==> src/steq_pkg.sv <==
// steq_pkg: shared widths, microcode word layout, control structs and the microcode program
// for the stereo tilt equalizer. No dependencies; every other file imports it.

package steq_pkg;

	// sample and coefficient formats
	localparam int SAMPLE_BITS    = 24;
	localparam int COEF_FRAC_BITS = 16;
	localparam int SMP_W          = SAMPLE_BITS;
	localparam int FRAC_W         = COEF_FRAC_BITS;
	localparam int LP_W           = 32;
	localparam int A0_W           = 17;
	localparam int B1_W           = 18;
	localparam int GAIN_W         = 22;
	localparam int OG_W           = 21;

	// shared multiplier and accumulator
	localparam int A_W     = LP_W + 1;
	localparam int B_W     = GAIN_W;
	localparam int P_W     = A_W + B_W;
	localparam int ACC_W   = 62;
	localparam int R_W     = ACC_W - FRAC_W;
	localparam int T_W     = 40;
	localparam int T_SPLIT = T_W / 2;
	localparam int D_W     = LP_W + 1;

	// configuration port
	localparam int CFG_IDX_W  = 3;
	localparam int CFG_DATA_W = GAIN_W;

	localparam logic [CFG_IDX_W-1:0] REG_MONO      = 3'd0;
	localparam logic [CFG_IDX_W-1:0] REG_A0        = 3'd1;
	localparam logic [CFG_IDX_W-1:0] REG_B1        = 3'd2;
	localparam logic [CFG_IDX_W-1:0] REG_LOW_GAIN  = 3'd3;
	localparam logic [CFG_IDX_W-1:0] REG_HIGH_GAIN = 3'd4;
	localparam logic [CFG_IDX_W-1:0] REG_OUT_GAIN  = 3'd5;

	localparam logic [OG_W-1:0] OUT_GAIN_RESET = OG_W'(65536);

	// program layout
	localparam int N_STEPS = 12;
	localparam int STEP_W  = 4;

	typedef enum logic [2:0] {A_X, A_LP, A_L, A_D, A_TLO, A_THI} a_sel_t;
	typedef enum logic [2:0] {B_A0, B_B1, B_LG, B_HG, B_OG} b_sel_t;
	typedef enum logic [1:0] {ACC_HOLD, ACC_LOAD, ACC_ADD, ACC_ADD_HI} acc_op_t;
	typedef enum logic [2:0] {WB_NONE, WB_LP, WB_DIFF, WB_T, WB_OUT} wb_t;

	typedef struct packed {
		a_sel_t  a_sel;
		b_sel_t  b_sel;
		logic    mul;
		acc_op_t acc_op;
		wb_t     wb;
		logic    last;
	} uword_t;

	typedef struct packed {
		uword_t uw;
		logic   adv;
		logic   load;
		logic   chan;
	} steq_ctrl_t;

	typedef struct packed {
		logic                     mono;
		logic [A0_W-1:0]          a0;
		logic signed [B1_W-1:0]   b1;
		logic signed [GAIN_W-1:0] lg;
		logic signed [GAIN_W-1:0] hg;
		logic [OG_W-1:0]          og;
	} steq_cfg_t;

	localparam uword_t UW_NOP = '{a_sel: A_X, b_sel: B_A0, mul: 1'b0, acc_op: ACC_HOLD,
		wb: WB_NONE, last: 1'b0};

	// per-channel program: low-pass, band reweight, output gain
	function automatic uword_t steq_ucode(input logic [STEP_W-1:0] step);
		uword_t w;
		w = UW_NOP;
		case (step)
			4'd0: begin
				w.a_sel = A_X;   w.b_sel = B_A0; w.mul = 1'b1;
			end
			4'd1: begin
				w.a_sel = A_LP;  w.b_sel = B_B1; w.mul = 1'b1; w.acc_op = ACC_LOAD;
			end
			4'd2: w.acc_op = ACC_ADD;
			4'd3: w.wb = WB_LP;
			4'd4: begin
				w.a_sel = A_L;   w.b_sel = B_LG; w.mul = 1'b1; w.wb = WB_DIFF;
			end
			4'd5: begin
				w.a_sel = A_D;   w.b_sel = B_HG; w.mul = 1'b1; w.acc_op = ACC_LOAD;
			end
			4'd6: w.acc_op = ACC_ADD;
			4'd7: w.wb = WB_T;
			4'd8: begin
				w.a_sel = A_TLO; w.b_sel = B_OG; w.mul = 1'b1;
			end
			4'd9: begin
				w.a_sel = A_THI; w.b_sel = B_OG; w.mul = 1'b1; w.acc_op = ACC_LOAD;
			end
			4'd10: w.acc_op = ACC_ADD_HI;
			4'd11: begin
				w.wb = WB_OUT;   w.last = 1'b1;
			end
			default: w = UW_NOP;
		endcase
		return w;
	endfunction

	// clamp a rounded value to the filter state range
	function automatic logic signed [LP_W-1:0] sat_lp(input logic signed [R_W-1:0] v);
		logic same;
		same = (&v[R_W-1:LP_W-1]) | ~(|v[R_W-1:LP_W-1]);
		if (same)
			return v[LP_W-1:0];
		else if (v[R_W-1])
			return {1'b1, {(LP_W-1){1'b0}}};
		else
			return {1'b0, {(LP_W-1){1'b1}}};
	endfunction

	// clamp a rounded value to the sample range
	function automatic logic signed [SMP_W-1:0] sat_smp(input logic signed [R_W-1:0] v);
		logic same;
		same = (&v[R_W-1:SMP_W-1]) | ~(|v[R_W-1:SMP_W-1]);
		if (same)
			return v[SMP_W-1:0];
		else if (v[R_W-1])
			return {1'b1, {(SMP_W-1){1'b0}}};
		else
			return {1'b0, {(SMP_W-1){1'b1}}};
	endfunction

endpackage

==> src/steq_ifs.sv <==
// steq_ifs: valid/ready channel interfaces for samples in, results out and register writes.
// Depends on steq_pkg for widths.

interface steq_in_if import steq_pkg::*; ();
	logic                    valid;
	logic                    ready;
	logic signed [SMP_W-1:0] left_in;
	logic signed [SMP_W-1:0] right_in;
	modport source(output valid, output left_in, output right_in, input ready);
	modport sink(input valid, input left_in, input right_in, output ready);
endinterface

interface steq_out_if import steq_pkg::*; ();
	logic                    valid;
	logic                    ready;
	logic signed [SMP_W-1:0] left_out;
	logic signed [SMP_W-1:0] right_out;
	modport source(output valid, output left_out, output right_out, input ready);
	modport sink(input valid, input left_out, input right_out, output ready);
endinterface

interface steq_cfg_if import steq_pkg::*; ();
	logic                  valid;
	logic                  ready;
	logic [CFG_IDX_W-1:0]  index;
	logic [CFG_DATA_W-1:0] data;
	modport source(output valid, output index, output data, input ready);
	modport sink(input valid, input index, input data, output ready);
endinterface

==> src/steq_sequencer.sv <==
// steq_sequencer: step counter, channel select and handshakes; reads the microcode program
// from steq_pkg and hands one control word per cycle to the datapath while it is not stalled.

module steq_sequencer import steq_pkg::*; (
	input  logic       clk,
	input  logic       arst_n,
	input  logic       in_valid,
	output logic       in_ready,
	output logic       out_valid,
	input  logic       out_ready,
	input  logic       mono,
	output steq_ctrl_t ctrl
);

	typedef enum logic [1:0] {ST_IDLE = 2'b01, ST_RUN = 2'b10} seq_state_t;

	seq_state_t        state_q;
	logic [STEP_W-1:0] step_q;
	logic              chan_q;
	logic              out_valid_q;
	uword_t            uw;
	logic              last_chan;
	logic              stall;
	logic              adv;
	logic              load;

	// current control word and stall on a full result register
	always_comb begin
		uw        = steq_ucode(step_q);
		last_chan = mono | chan_q;
		stall     = uw.last & last_chan & out_valid_q & ~out_ready;
		adv       = (state_q == ST_RUN) & ~stall;
		in_ready  = (state_q == ST_IDLE);
		load      = in_valid & in_ready;
	end

	assign out_valid = out_valid_q;
	assign ctrl      = '{uw: uw, adv: adv, load: load, chan: chan_q};

	// step counter and channel walk
	always_ff @(posedge clk or negedge arst_n) begin
		if (!arst_n) begin
			state_q <= ST_IDLE;
			step_q  <= '0;
			chan_q  <= 1'b0;
		end else begin
			case (state_q)
				ST_IDLE: begin
					if (load) begin
						state_q <= ST_RUN;
						step_q  <= '0;
						chan_q  <= 1'b0;
					end
				end
				ST_RUN: begin
					if (adv) begin
						if (uw.last) begin
							step_q <= '0;
							if (last_chan)
								state_q <= ST_IDLE;
							else
								chan_q <= 1'b1;
						end else begin
							step_q <= step_q + STEP_W'(1);
						end
					end
				end
				default: state_q <= ST_IDLE;
			endcase
		end
	end

	// result valid flag
	always_ff @(posedge clk or negedge arst_n) begin
		if (!arst_n) begin
			out_valid_q <= 1'b0;
		end else if (adv && uw.last && last_chan) begin
			out_valid_q <= 1'b1;
		end else if (out_ready) begin
			out_valid_q <= 1'b0;
		end
	end

endmodule

==> src/steq_datapath.sv <==
// steq_datapath: shared multiplier, accumulator with rounding and saturation, filter states
// and result registers, all steered by the control word from steq_sequencer (steq_pkg).

module steq_datapath import steq_pkg::*; (
	input  logic                    clk,
	input  logic                    arst_n,
	input  steq_ctrl_t              ctrl,
	input  steq_cfg_t               cfg,
	input  logic signed [SMP_W-1:0] left_in,
	input  logic signed [SMP_W-1:0] right_in,
	output logic signed [SMP_W-1:0] left_out,
	output logic signed [SMP_W-1:0] right_out
);

	logic signed [SMP_W-1:0] xl_q, xr_q;
	logic signed [LP_W-1:0]  lpl_q, lpr_q;
	logic signed [LP_W-1:0]  l_q;
	logic signed [D_W-1:0]   d_q;
	logic signed [T_W-1:0]   t_q;
	logic signed [P_W-1:0]   prod_q;
	logic signed [ACC_W-1:0] acc_q;
	logic signed [SMP_W-1:0] yl_q;
	logic signed [SMP_W-1:0] out_l_q, out_r_q;

	logic signed [SMP_W:0]   pair_sum;
	logic signed [SMP_W-1:0] x_cur;
	logic signed [LP_W-1:0]  lp_cur;
	logic signed [A_W-1:0]   a_op;
	logic signed [B_W-1:0]   b_op;
	logic signed [P_W-1:0]   prod;
	logic signed [ACC_W-1:0] prod_ext;
	logic signed [ACC_W-1:0] prod_hi;
	logic signed [ACC_W-1:0] rsum;
	logic signed [R_W-1:0]   rnd_v;
	logic signed [LP_W-1:0]  l_new;
	logic signed [SMP_W-1:0] y_new;
	logic signed [T_W-1:0]   t_new;
	logic signed [D_W-1:0]   d_new;

	// operand selection for the shared multiplier
	always_comb begin
		pair_sum = {left_in[SMP_W-1], left_in} + {right_in[SMP_W-1], right_in};
		x_cur    = ctrl.chan ? xr_q : xl_q;
		lp_cur   = ctrl.chan ? lpr_q : lpl_q;
		case (ctrl.uw.a_sel)
			A_X:     a_op = {{(A_W-SMP_W){x_cur[SMP_W-1]}}, x_cur};
			A_LP:    a_op = {{(A_W-LP_W){lp_cur[LP_W-1]}}, lp_cur};
			A_L:     a_op = {{(A_W-LP_W){l_q[LP_W-1]}}, l_q};
			A_D:     a_op = d_q;
			A_TLO:   a_op = {{(A_W-T_SPLIT){1'b0}}, t_q[T_SPLIT-1:0]};
			A_THI:   a_op = {{(A_W-T_W+T_SPLIT){t_q[T_W-1]}}, t_q[T_W-1:T_SPLIT]};
			default: a_op = '0;
		endcase
		case (ctrl.uw.b_sel)
			B_A0:    b_op = {{(B_W-A0_W){1'b0}}, cfg.a0};
			B_B1:    b_op = {{(B_W-B1_W){cfg.b1[B1_W-1]}}, cfg.b1};
			B_LG:    b_op = cfg.lg;
			B_HG:    b_op = cfg.hg;
			B_OG:    b_op = {{(B_W-OG_W){1'b0}}, cfg.og};
			default: b_op = '0;
		endcase
		prod = a_op * b_op;
	end

	// accumulate, round, saturate
	always_comb begin
		prod_ext = {{(ACC_W-P_W){prod_q[P_W-1]}}, prod_q};
		prod_hi  = prod_ext <<< T_SPLIT;
		rsum     = acc_q + ACC_W'(1 << (FRAC_W - 1));
		rnd_v    = rsum[ACC_W-1:FRAC_W];
		l_new    = sat_lp(rnd_v);
		y_new    = sat_smp(rnd_v);
		t_new    = {{(T_W-SMP_W){x_cur[SMP_W-1]}}, x_cur} + rnd_v[T_W-1:0];
		d_new    = {{(D_W-SMP_W){x_cur[SMP_W-1]}}, x_cur} - {l_q[LP_W-1], l_q};
	end

	// sample capture; mono mode keeps the floored average in the left slot
	always_ff @(posedge clk) begin
		if (ctrl.load) begin
			xl_q <= cfg.mono ? pair_sum[SMP_W:1] : left_in;
			xr_q <= right_in;
		end
	end

	// multiplier output register and accumulator
	always_ff @(posedge clk) begin
		if (ctrl.adv) begin
			if (ctrl.uw.mul)
				prod_q <= prod;
			case (ctrl.uw.acc_op)
				ACC_LOAD:   acc_q <= prod_ext;
				ACC_ADD:    acc_q <= acc_q + prod_ext;
				ACC_ADD_HI: acc_q <= acc_q + prod_hi;
				default:    acc_q <= acc_q;
			endcase
		end
	end

	// scratch registers and results
	always_ff @(posedge clk) begin
		if (ctrl.adv) begin
			case (ctrl.uw.wb)
				WB_LP:   l_q <= l_new;
				WB_DIFF: d_q <= d_new;
				WB_T:    t_q <= t_new;
				WB_OUT: begin
					if (!ctrl.chan && !cfg.mono) begin
						yl_q <= y_new;
					end else begin
						out_l_q <= cfg.mono ? y_new : yl_q;
						out_r_q <= y_new;
					end
				end
				default: ;
			endcase
		end
	end

	// filter states
	always_ff @(posedge clk or negedge arst_n) begin
		if (!arst_n) begin
			lpl_q <= '0;
			lpr_q <= '0;
		end else if (ctrl.adv && ctrl.uw.wb == WB_LP) begin
			if (ctrl.chan)
				lpr_q <= l_new;
			else
				lpl_q <= l_new;
		end
	end

	assign left_out  = out_l_q;
	assign right_out = out_r_q;

endmodule

==> src/stereo_tilt_equalizer.sv <==
// Stereo tilt equalizer: each channel runs a one-pole low-pass and the split is reweighted
// as x + low_gain*lp + high_gain*(x - lp), then scaled by the output gain and saturated to
// 24 bits. Mono mode averages both inputs through the left filter and sends the same result
// to both outputs. Coefficients are Q.16 and are written through cfg (index 0 mono, 1 low-pass
// input weight, 2 feedback weight, 3 low gain, 4 high gain, 5 output gain); write them only
// while the block is idle. One 33x22 multiplier is shared by a 12-step microcode program per
// channel, so a stereo pair runs it twice, a mono item once; the sample port is ready in the
// cycle after the last step. A finished result waits in an output register and the next
// request is taken meanwhile; work stalls on its last step only if that register is full.
// Depends on steq_pkg, steq_ifs, steq_sequencer and steq_datapath.

module stereo_tilt_equalizer import steq_pkg::*; (
	input  logic        clk,
	input  logic        arst_n,
	steq_cfg_if.sink    cfg,
	steq_in_if.sink     sample,
	steq_out_if.source  result
);

	steq_cfg_t  cfg_q;
	steq_ctrl_t ctrl;

	// configuration registers, writes to unused indexes are dropped
	assign cfg.ready = 1'b1;

	always_ff @(posedge clk or negedge arst_n) begin
		if (!arst_n) begin
			cfg_q.mono <= 1'b0;
			cfg_q.a0   <= '0;
			cfg_q.b1   <= '0;
			cfg_q.lg   <= '0;
			cfg_q.hg   <= '0;
			cfg_q.og   <= OUT_GAIN_RESET;
		end else if (cfg.valid) begin
			case (cfg.index)
				REG_MONO:      cfg_q.mono <= cfg.data[0];
				REG_A0:        cfg_q.a0   <= cfg.data[A0_W-1:0];
				REG_B1:        cfg_q.b1   <= cfg.data[B1_W-1:0];
				REG_LOW_GAIN:  cfg_q.lg   <= cfg.data[GAIN_W-1:0];
				REG_HIGH_GAIN: cfg_q.hg   <= cfg.data[GAIN_W-1:0];
				REG_OUT_GAIN:  cfg_q.og   <= cfg.data[OG_W-1:0];
				default: ;
			endcase
		end
	end

	// microcode sequencer
	steq_sequencer u_seq (
		.clk       (clk),
		.arst_n    (arst_n),
		.in_valid  (sample.valid),
		.in_ready  (sample.ready),
		.out_valid (result.valid),
		.out_ready (result.ready),
		.mono      (cfg_q.mono),
		.ctrl      (ctrl)
	);

	// arithmetic datapath
	steq_datapath u_dp (
		.clk       (clk),
		.arst_n    (arst_n),
		.ctrl      (ctrl),
		.cfg       (cfg_q),
		.left_in   (sample.left_in),
		.right_in  (sample.right_in),
		.left_out  (result.left_out),
		.right_out (result.right_out)
	);

endmodule

==> src/flat_wrapper.sv <==
// flat-port wrapper written by rule: the top's interface ports become plain ports
module stereo_tilt_equalizer_flat import steq_pkg::*;
  (clk, arst_n, cfg_valid, cfg_index, cfg_data, cfg_ready, sample_valid, sample_left_in, sample_right_in, sample_ready, result_valid, result_left_out, result_right_out, result_ready);
  steq_cfg_if cfg_i ();
  steq_in_if sample_i ();
  steq_out_if result_i ();
  input  logic clk;
  input  logic arst_n;
  input wire logic [$bits(cfg_i.valid)-1:0] cfg_valid;
  input wire logic [$bits(cfg_i.index)-1:0] cfg_index;
  input wire logic [$bits(cfg_i.data)-1:0] cfg_data;
  output wire logic [$bits(cfg_i.ready)-1:0] cfg_ready;
  input wire logic [$bits(sample_i.valid)-1:0] sample_valid;
  input wire logic [$bits(sample_i.left_in)-1:0] sample_left_in;
  input wire logic [$bits(sample_i.right_in)-1:0] sample_right_in;
  output wire logic [$bits(sample_i.ready)-1:0] sample_ready;
  output wire logic [$bits(result_i.valid)-1:0] result_valid;
  output wire logic [$bits(result_i.left_out)-1:0] result_left_out;
  output wire logic [$bits(result_i.right_out)-1:0] result_right_out;
  input wire logic [$bits(result_i.ready)-1:0] result_ready;
  assign cfg_i.valid = cfg_valid;
  assign cfg_i.index = cfg_index;
  assign cfg_i.data = cfg_data;
  assign cfg_ready = cfg_i.ready;
  assign sample_i.valid = sample_valid;
  assign sample_i.left_in = sample_left_in;
  assign sample_i.right_in = sample_right_in;
  assign sample_ready = sample_i.ready;
  assign result_valid = result_i.valid;
  assign result_left_out = result_i.left_out;
  assign result_right_out = result_i.right_out;
  assign result_i.ready = result_ready;
  stereo_tilt_equalizer u_core (.clk(clk), .arst_n(arst_n), .cfg(cfg_i), .sample(sample_i), .result(result_i));
endmodule
==> config.mk <==
export PLATFORM = sky130hd
export DESIGN_NAME = stereo_tilt_equalizer_flat
export DESIGN_NICKNAME = d
export VERILOG_FILES = /design/src/steq_pkg.sv /design/src/steq_ifs.sv /design/src/steq_sequencer.sv /design/src/steq_datapath.sv /design/src/stereo_tilt_equalizer.sv /design/src/flat_wrapper.sv
export SDC_FILE = /design/constraint.sdc
export NUM_CORES = 2
export LEC_CHECK = 0
export BUFFER_PORTS_ARGS = -buffer_cell sky130_fd_sc_hd__buf_2
export CAP_MARGIN = 20
export CORE_UTILIZATION = 35
export CTS_BUF_LIST = sky130_fd_sc_hd__clkbuf_8
export CTS_CLUSTER_DIAMETER = 100
export DETAILED_ROUTE_END_ITERATION = 10
export GPL_TIMING_DRIVEN = 1
export PLACE_DENSITY_LB_ADDON = 0.3
export RECOVER_POWER = 25
export SETUP_SLACK_MARGIN = 0.4
export SLEW_MARGIN = 30
export SYNTH_ARGS = -nofsm -noshare
export SYNTH_HDL_FRONTEND = slang
export SYNTH_HIERARCHICAL = 1
export SYNTH_SLANG_ARGS = --single-unit
==> constraint.sdc <==
create_clock -name clk -period 10.6 [get_ports clk]
set_input_delay 2.12 -clock clk [delete_from_list [all_inputs] [get_ports clk]]
set_output_delay 2.12 -clock clk [all_outputs]
set_load 0.005 [all_outputs]
==> results.py <==
metrics = {
    "final_layout": {
        "area_growth_pct": 10.6,
        "fillers": 16500,
        "layout-drive-gt1-share_pct": 10.5,
        "layout_common_cells": "985 x inv_1, 725 x fa_1, 701 x nand2_1",
        "final_common_cell": "inv_1",
        "nNetsFinal": 7424,
    },
    "detailed_routing": {
        "viasPerCell": 5.45,
        "drt_wl_total_um": 197000,
        "via_count": 46500,
        "drtPass1Iterations": 8,
        "wl_per_cell_um": 23.1,
        "drc": 0,
        "ant_nets": 0,
        "drtIter0Drc": 4518,
    },
    "synth": {
        "synth-edff-count": 342,
        "synthAdderAreaFrac_pct": 32.6,
        "synth_xor_area_share_pct": 3.84,
        "synth_top_family_by_area": "adder cells",
        "synth_ff_type": "edfxtp_1",
        "syn-cell-area_um2": 58500,
        "ys_seq_elements": 515,
        "avgSynthCellArea_um2": 9.59,
        "synthSimpleGateAreaFrac_pct": 12.5,
        "synth.area.mux_share_pct": 4.81,
        "ys_types": 103,
        "yosysWarnings": 6,
        "syn_inst": 6095,
        "synth_nets": 7260,
        "ys_async_sr_fraction_pct": 33.6,
        "synth_seq_area_share_pct": 25.0,
        "synth-compound-area-share_pct": 13.2,
    },
    "placement": {
        "place_ws_ns": 0.590,
        "io_buffers": 127,
        "post-dp-hpwl_um": 154000,
        "place_congestion": 0.957,
    },
    "clock_tree": {
        "cts_sinks": 515,
        "cts_tree": "done",
        "clk_path_buf_depth": 3,
        "cts.reportedPaths.clkPinSlew_ns": 0.06,
        "numCtsBuffers": 98,
        "cts-htree-levels": 3,
        "insertion_delay_ns": 0.86,
        "clock-root-buffer": "clkbuf_8",
    },
    "setup_path": {
        "critPathKind": "reg -> reg",
        "critPathRequiredTime_ns": 11.11,
        "crit_path_max_incr_delay_ns": 0.56,
        "startpoint": "u_core/u_seq/step_q[0]$_DFFE_PN0P_",
        "worstSetupStartpointType": "flip-flop",
        "reg2regPathDepth": 33,
        "reg2reg_from": "u_core/u_seq/step_q[0]$_DFFE_PN0P_",
        "r2r-end": "u_core/u_dp/prod_q[37]$_DFFE_PP_",
        "slowest_stage": "fa_1",
        "r2r_slack_ns": 0.72,
        "path_max_fanout": 21,
        "cp_common_cell": "fa_1",
        "cp.arrival_ns": 10.40,
        "end_kind": "flip-flop",
    },
    "timing": {
        "min_period_over_period_pct": 93.2,
        "worst_slack_ns": 0.716,
        "rsz0062_at_grt": "yes",
        "hold_viol_final": 0,
        "worst_slew_pin_slew_ns": 5.42,
        "fin_worst_skew_ns": 0.0937,
        "finalMaxSlewViolations": 261,
        "finalSetupViolCount": 0,
        "totalNegativeSetupSlack_ns": 0,
        "layout_min_cycle_time_ns": 9.88,
        "max_freq_ghz": 0.101,
        "timing.slew.headroom_pct": -261,
    },
    "floorplan": {
        "num_rows": 149,
        "die_w_um": 411,
        "io_pins": 129,
        "die_y_um": 411,
        "die-area_um2": 169000,
        "initial_utilization_pct": 35.4,
        "core_area_um2": 165000,
    },
    "global_route": {
        "grt_pass1_vias": 46800,
        "grt_max_degree": 89,
        "grtUsageMet1_pct": 31.6,
        "grt-ovfl-total": 0,
        "grt.busiest_layer": "met2",
        "antenna_found_initial": 9,
        "grt_first_pass_wirelength_um": 295000,
        "grt_usage_pct": 23.2,
        "use_met2_pct": 36.7,
        "use_met3_pct": 3.70,
    },
    "hold_path": {
        "hp-start": "u_core/cfg_q[78]$_DFFE_PN0P_",
        "holdPathStages": 1,
        "holdPathEnd": "u_core/cfg_q[78]$_DFFE_PN0P_",
        "hp-class": "reg -> reg",
    },
    "status": {
        "outcome": "complete, but fails checks",
        "violations": "max-capacitance violations, max-slew violations",
    },
    "flow_run": {
        "maxCapViolations": 5,
    },
}
[critical path, delay by kind of cell, from the launching register on]
family | cells | cell delay, ns
AO/OA/AOI/OAI | 9 | 2.42
flip-flops | 1 | 0.40
XOR/XNOR | 1 | 0.17
adder cells (fa/ha/maj) | 9 | 4.12
AND/OR/NAND/NOR | 7 | 1.28
buffers and inverters | 7 | 1.15
[worst max path at each step]
stage | endpoint | slack (ns) | depth (start not counted)
floorplan | u_core/u_dp/prod_q[53]$_DFFE_PP_ | 1.08 | 33
global placement | u_core/u_dp/prod_q[54]$_DFFE_PP_ | 0.72 | 35
detailed placement | u_core/u_dp/prod_q[54]$_DFFE_PP_ | 0.59 | 35
CTS | u_core/u_dp/prod_q[54]$_DFFE_PP_ | 0.59 | 35
global route | u_core/u_dp/prod_q[54]$_DFFE_PP_ | 0.38 | 35
finish | u_core/u_dp/prod_q[37]$_DFFE_PP_ | 0.72 | 33
[synth_stat cells (all sizes together) (24+ instances only)]
cell,n,share of area [%]
a31oi,29,0.31
a21oi,282,2.4
and2,61,0.65
a22oi,28,0.36
inv,955,6.1
a221o,48,0.82
mux2i,90,1.5
o21a,34,0.44
o31ai,24,0.34
nand2,703,4.5
edfxtp,342,18
a211o,44,0.66
o21bai,38,0.49
fa,726,25
nand4,47,0.51
xnor2,183,2.7
buf,41,0.56
dfrtp,171,7.3
a21o,140,1.8
mux2,161,3.2
nor2,421,2.7
o21ai,267,2.3
ha,361,7.7
nand3,69,0.60
a211oi,36,0.46
nor2b,45,0.48
and3,60,0.64
nand2b,36,0.39
nor3,66,0.59
clkbuf,219,1.4
xor2,73,1.1
[layout make-up]
cell class | instances | area [µm²] | area share [%]
Multi-Input combinational cell | 4365 | 39400 | 60.9
Clock buffer | 110 | 1510 | 2.34
Timing Repair Buffer | 324 | 2280 | 3.53
Tap cell | 2189 | 2740 | 4.23
Inverter | 955 | 3590 | 5.54
Sequential cell | 515 | 14600 | 22.6
Antenna cell | 7 | 17.5 | 0.0271
Clock inverter | 68 | 546 | 0.843
[per-stage QoR]
| step | util, % | std cells | hold slack [ns] | cell area, µm² |
|---|---|---|---|---|
| finish | 39.1 | 8533 | 0.484 | 64700 |
| global route | 39.1 | 8531 | 0.504 | 64700 |
| CTS | 39.2 | 8523 | 0.488 | 64700 |
| detailed placement | 37.9 | 8345 | 0.475 | 62700 |
| global placement | 37.9 | 8345 | 0.466 | 62700 |
| floorplan | - | 6095 | 0.450 | 58500 |
[routing by layer]
metal	vias to the layer above	wire length, µm
met4	2	8340
li1	20700	-
met1	23500	83800
met3	397	14700
met2	1857	90000
met5	-	13
[timing repair]
item | in CTS | in global routing
setup endpoints to repair | 0 | 11
gates resized for setup | 0 | 8
setup buffers | 0 | 3
hold buffers | 0 | 0
[registers in the layout, summed over array words and instances, names as in the netlist]
| signal | cells |
|---|---|
| u_core/u_seq/step_q | 4 |
| u_core/u_dp/yl_q | 24 |
| u_core/u_dp/right_out | 24 |
| u_core/u_dp/xl_q | 24 |
| u_core/u_dp/left_out | 24 |
| u_core/u_seq/out_valid | 1 |
| u_core/u_dp/d_q | 33 |
| u_core/u_dp/l_q | 32 |
| u_core/u_dp/lpl_q | 32 |
| u_core/u_dp/acc_q | 62 |
| u_core/u_dp/prod_q | 55 |
| u_core/u_seq/state_q | 2 |
| u_core/u_dp/lpr_q | 32 |
| u_core/u_dp/xr_q | 24 |
| u_core/u_seq/chan_q | 1 |
| u_core/cfg_q | 101 |
| u_core/u_dp/t_q | 40 |
[kinds of logic after synthesis]
kind of cell / Yosys count
and+or+nand+nor: 1611
muxes: 252
AOI/OAI and AO/OA: 1158
xor gates and xnor gates: 256
adders and majority gates: 1087
DFF: 515
buffers and inverters: 1215
other: 1
Power is left out: the tool's default activity adds up to more than one toggle a clock period on the data nets, which glitch-free logic cannot reach.
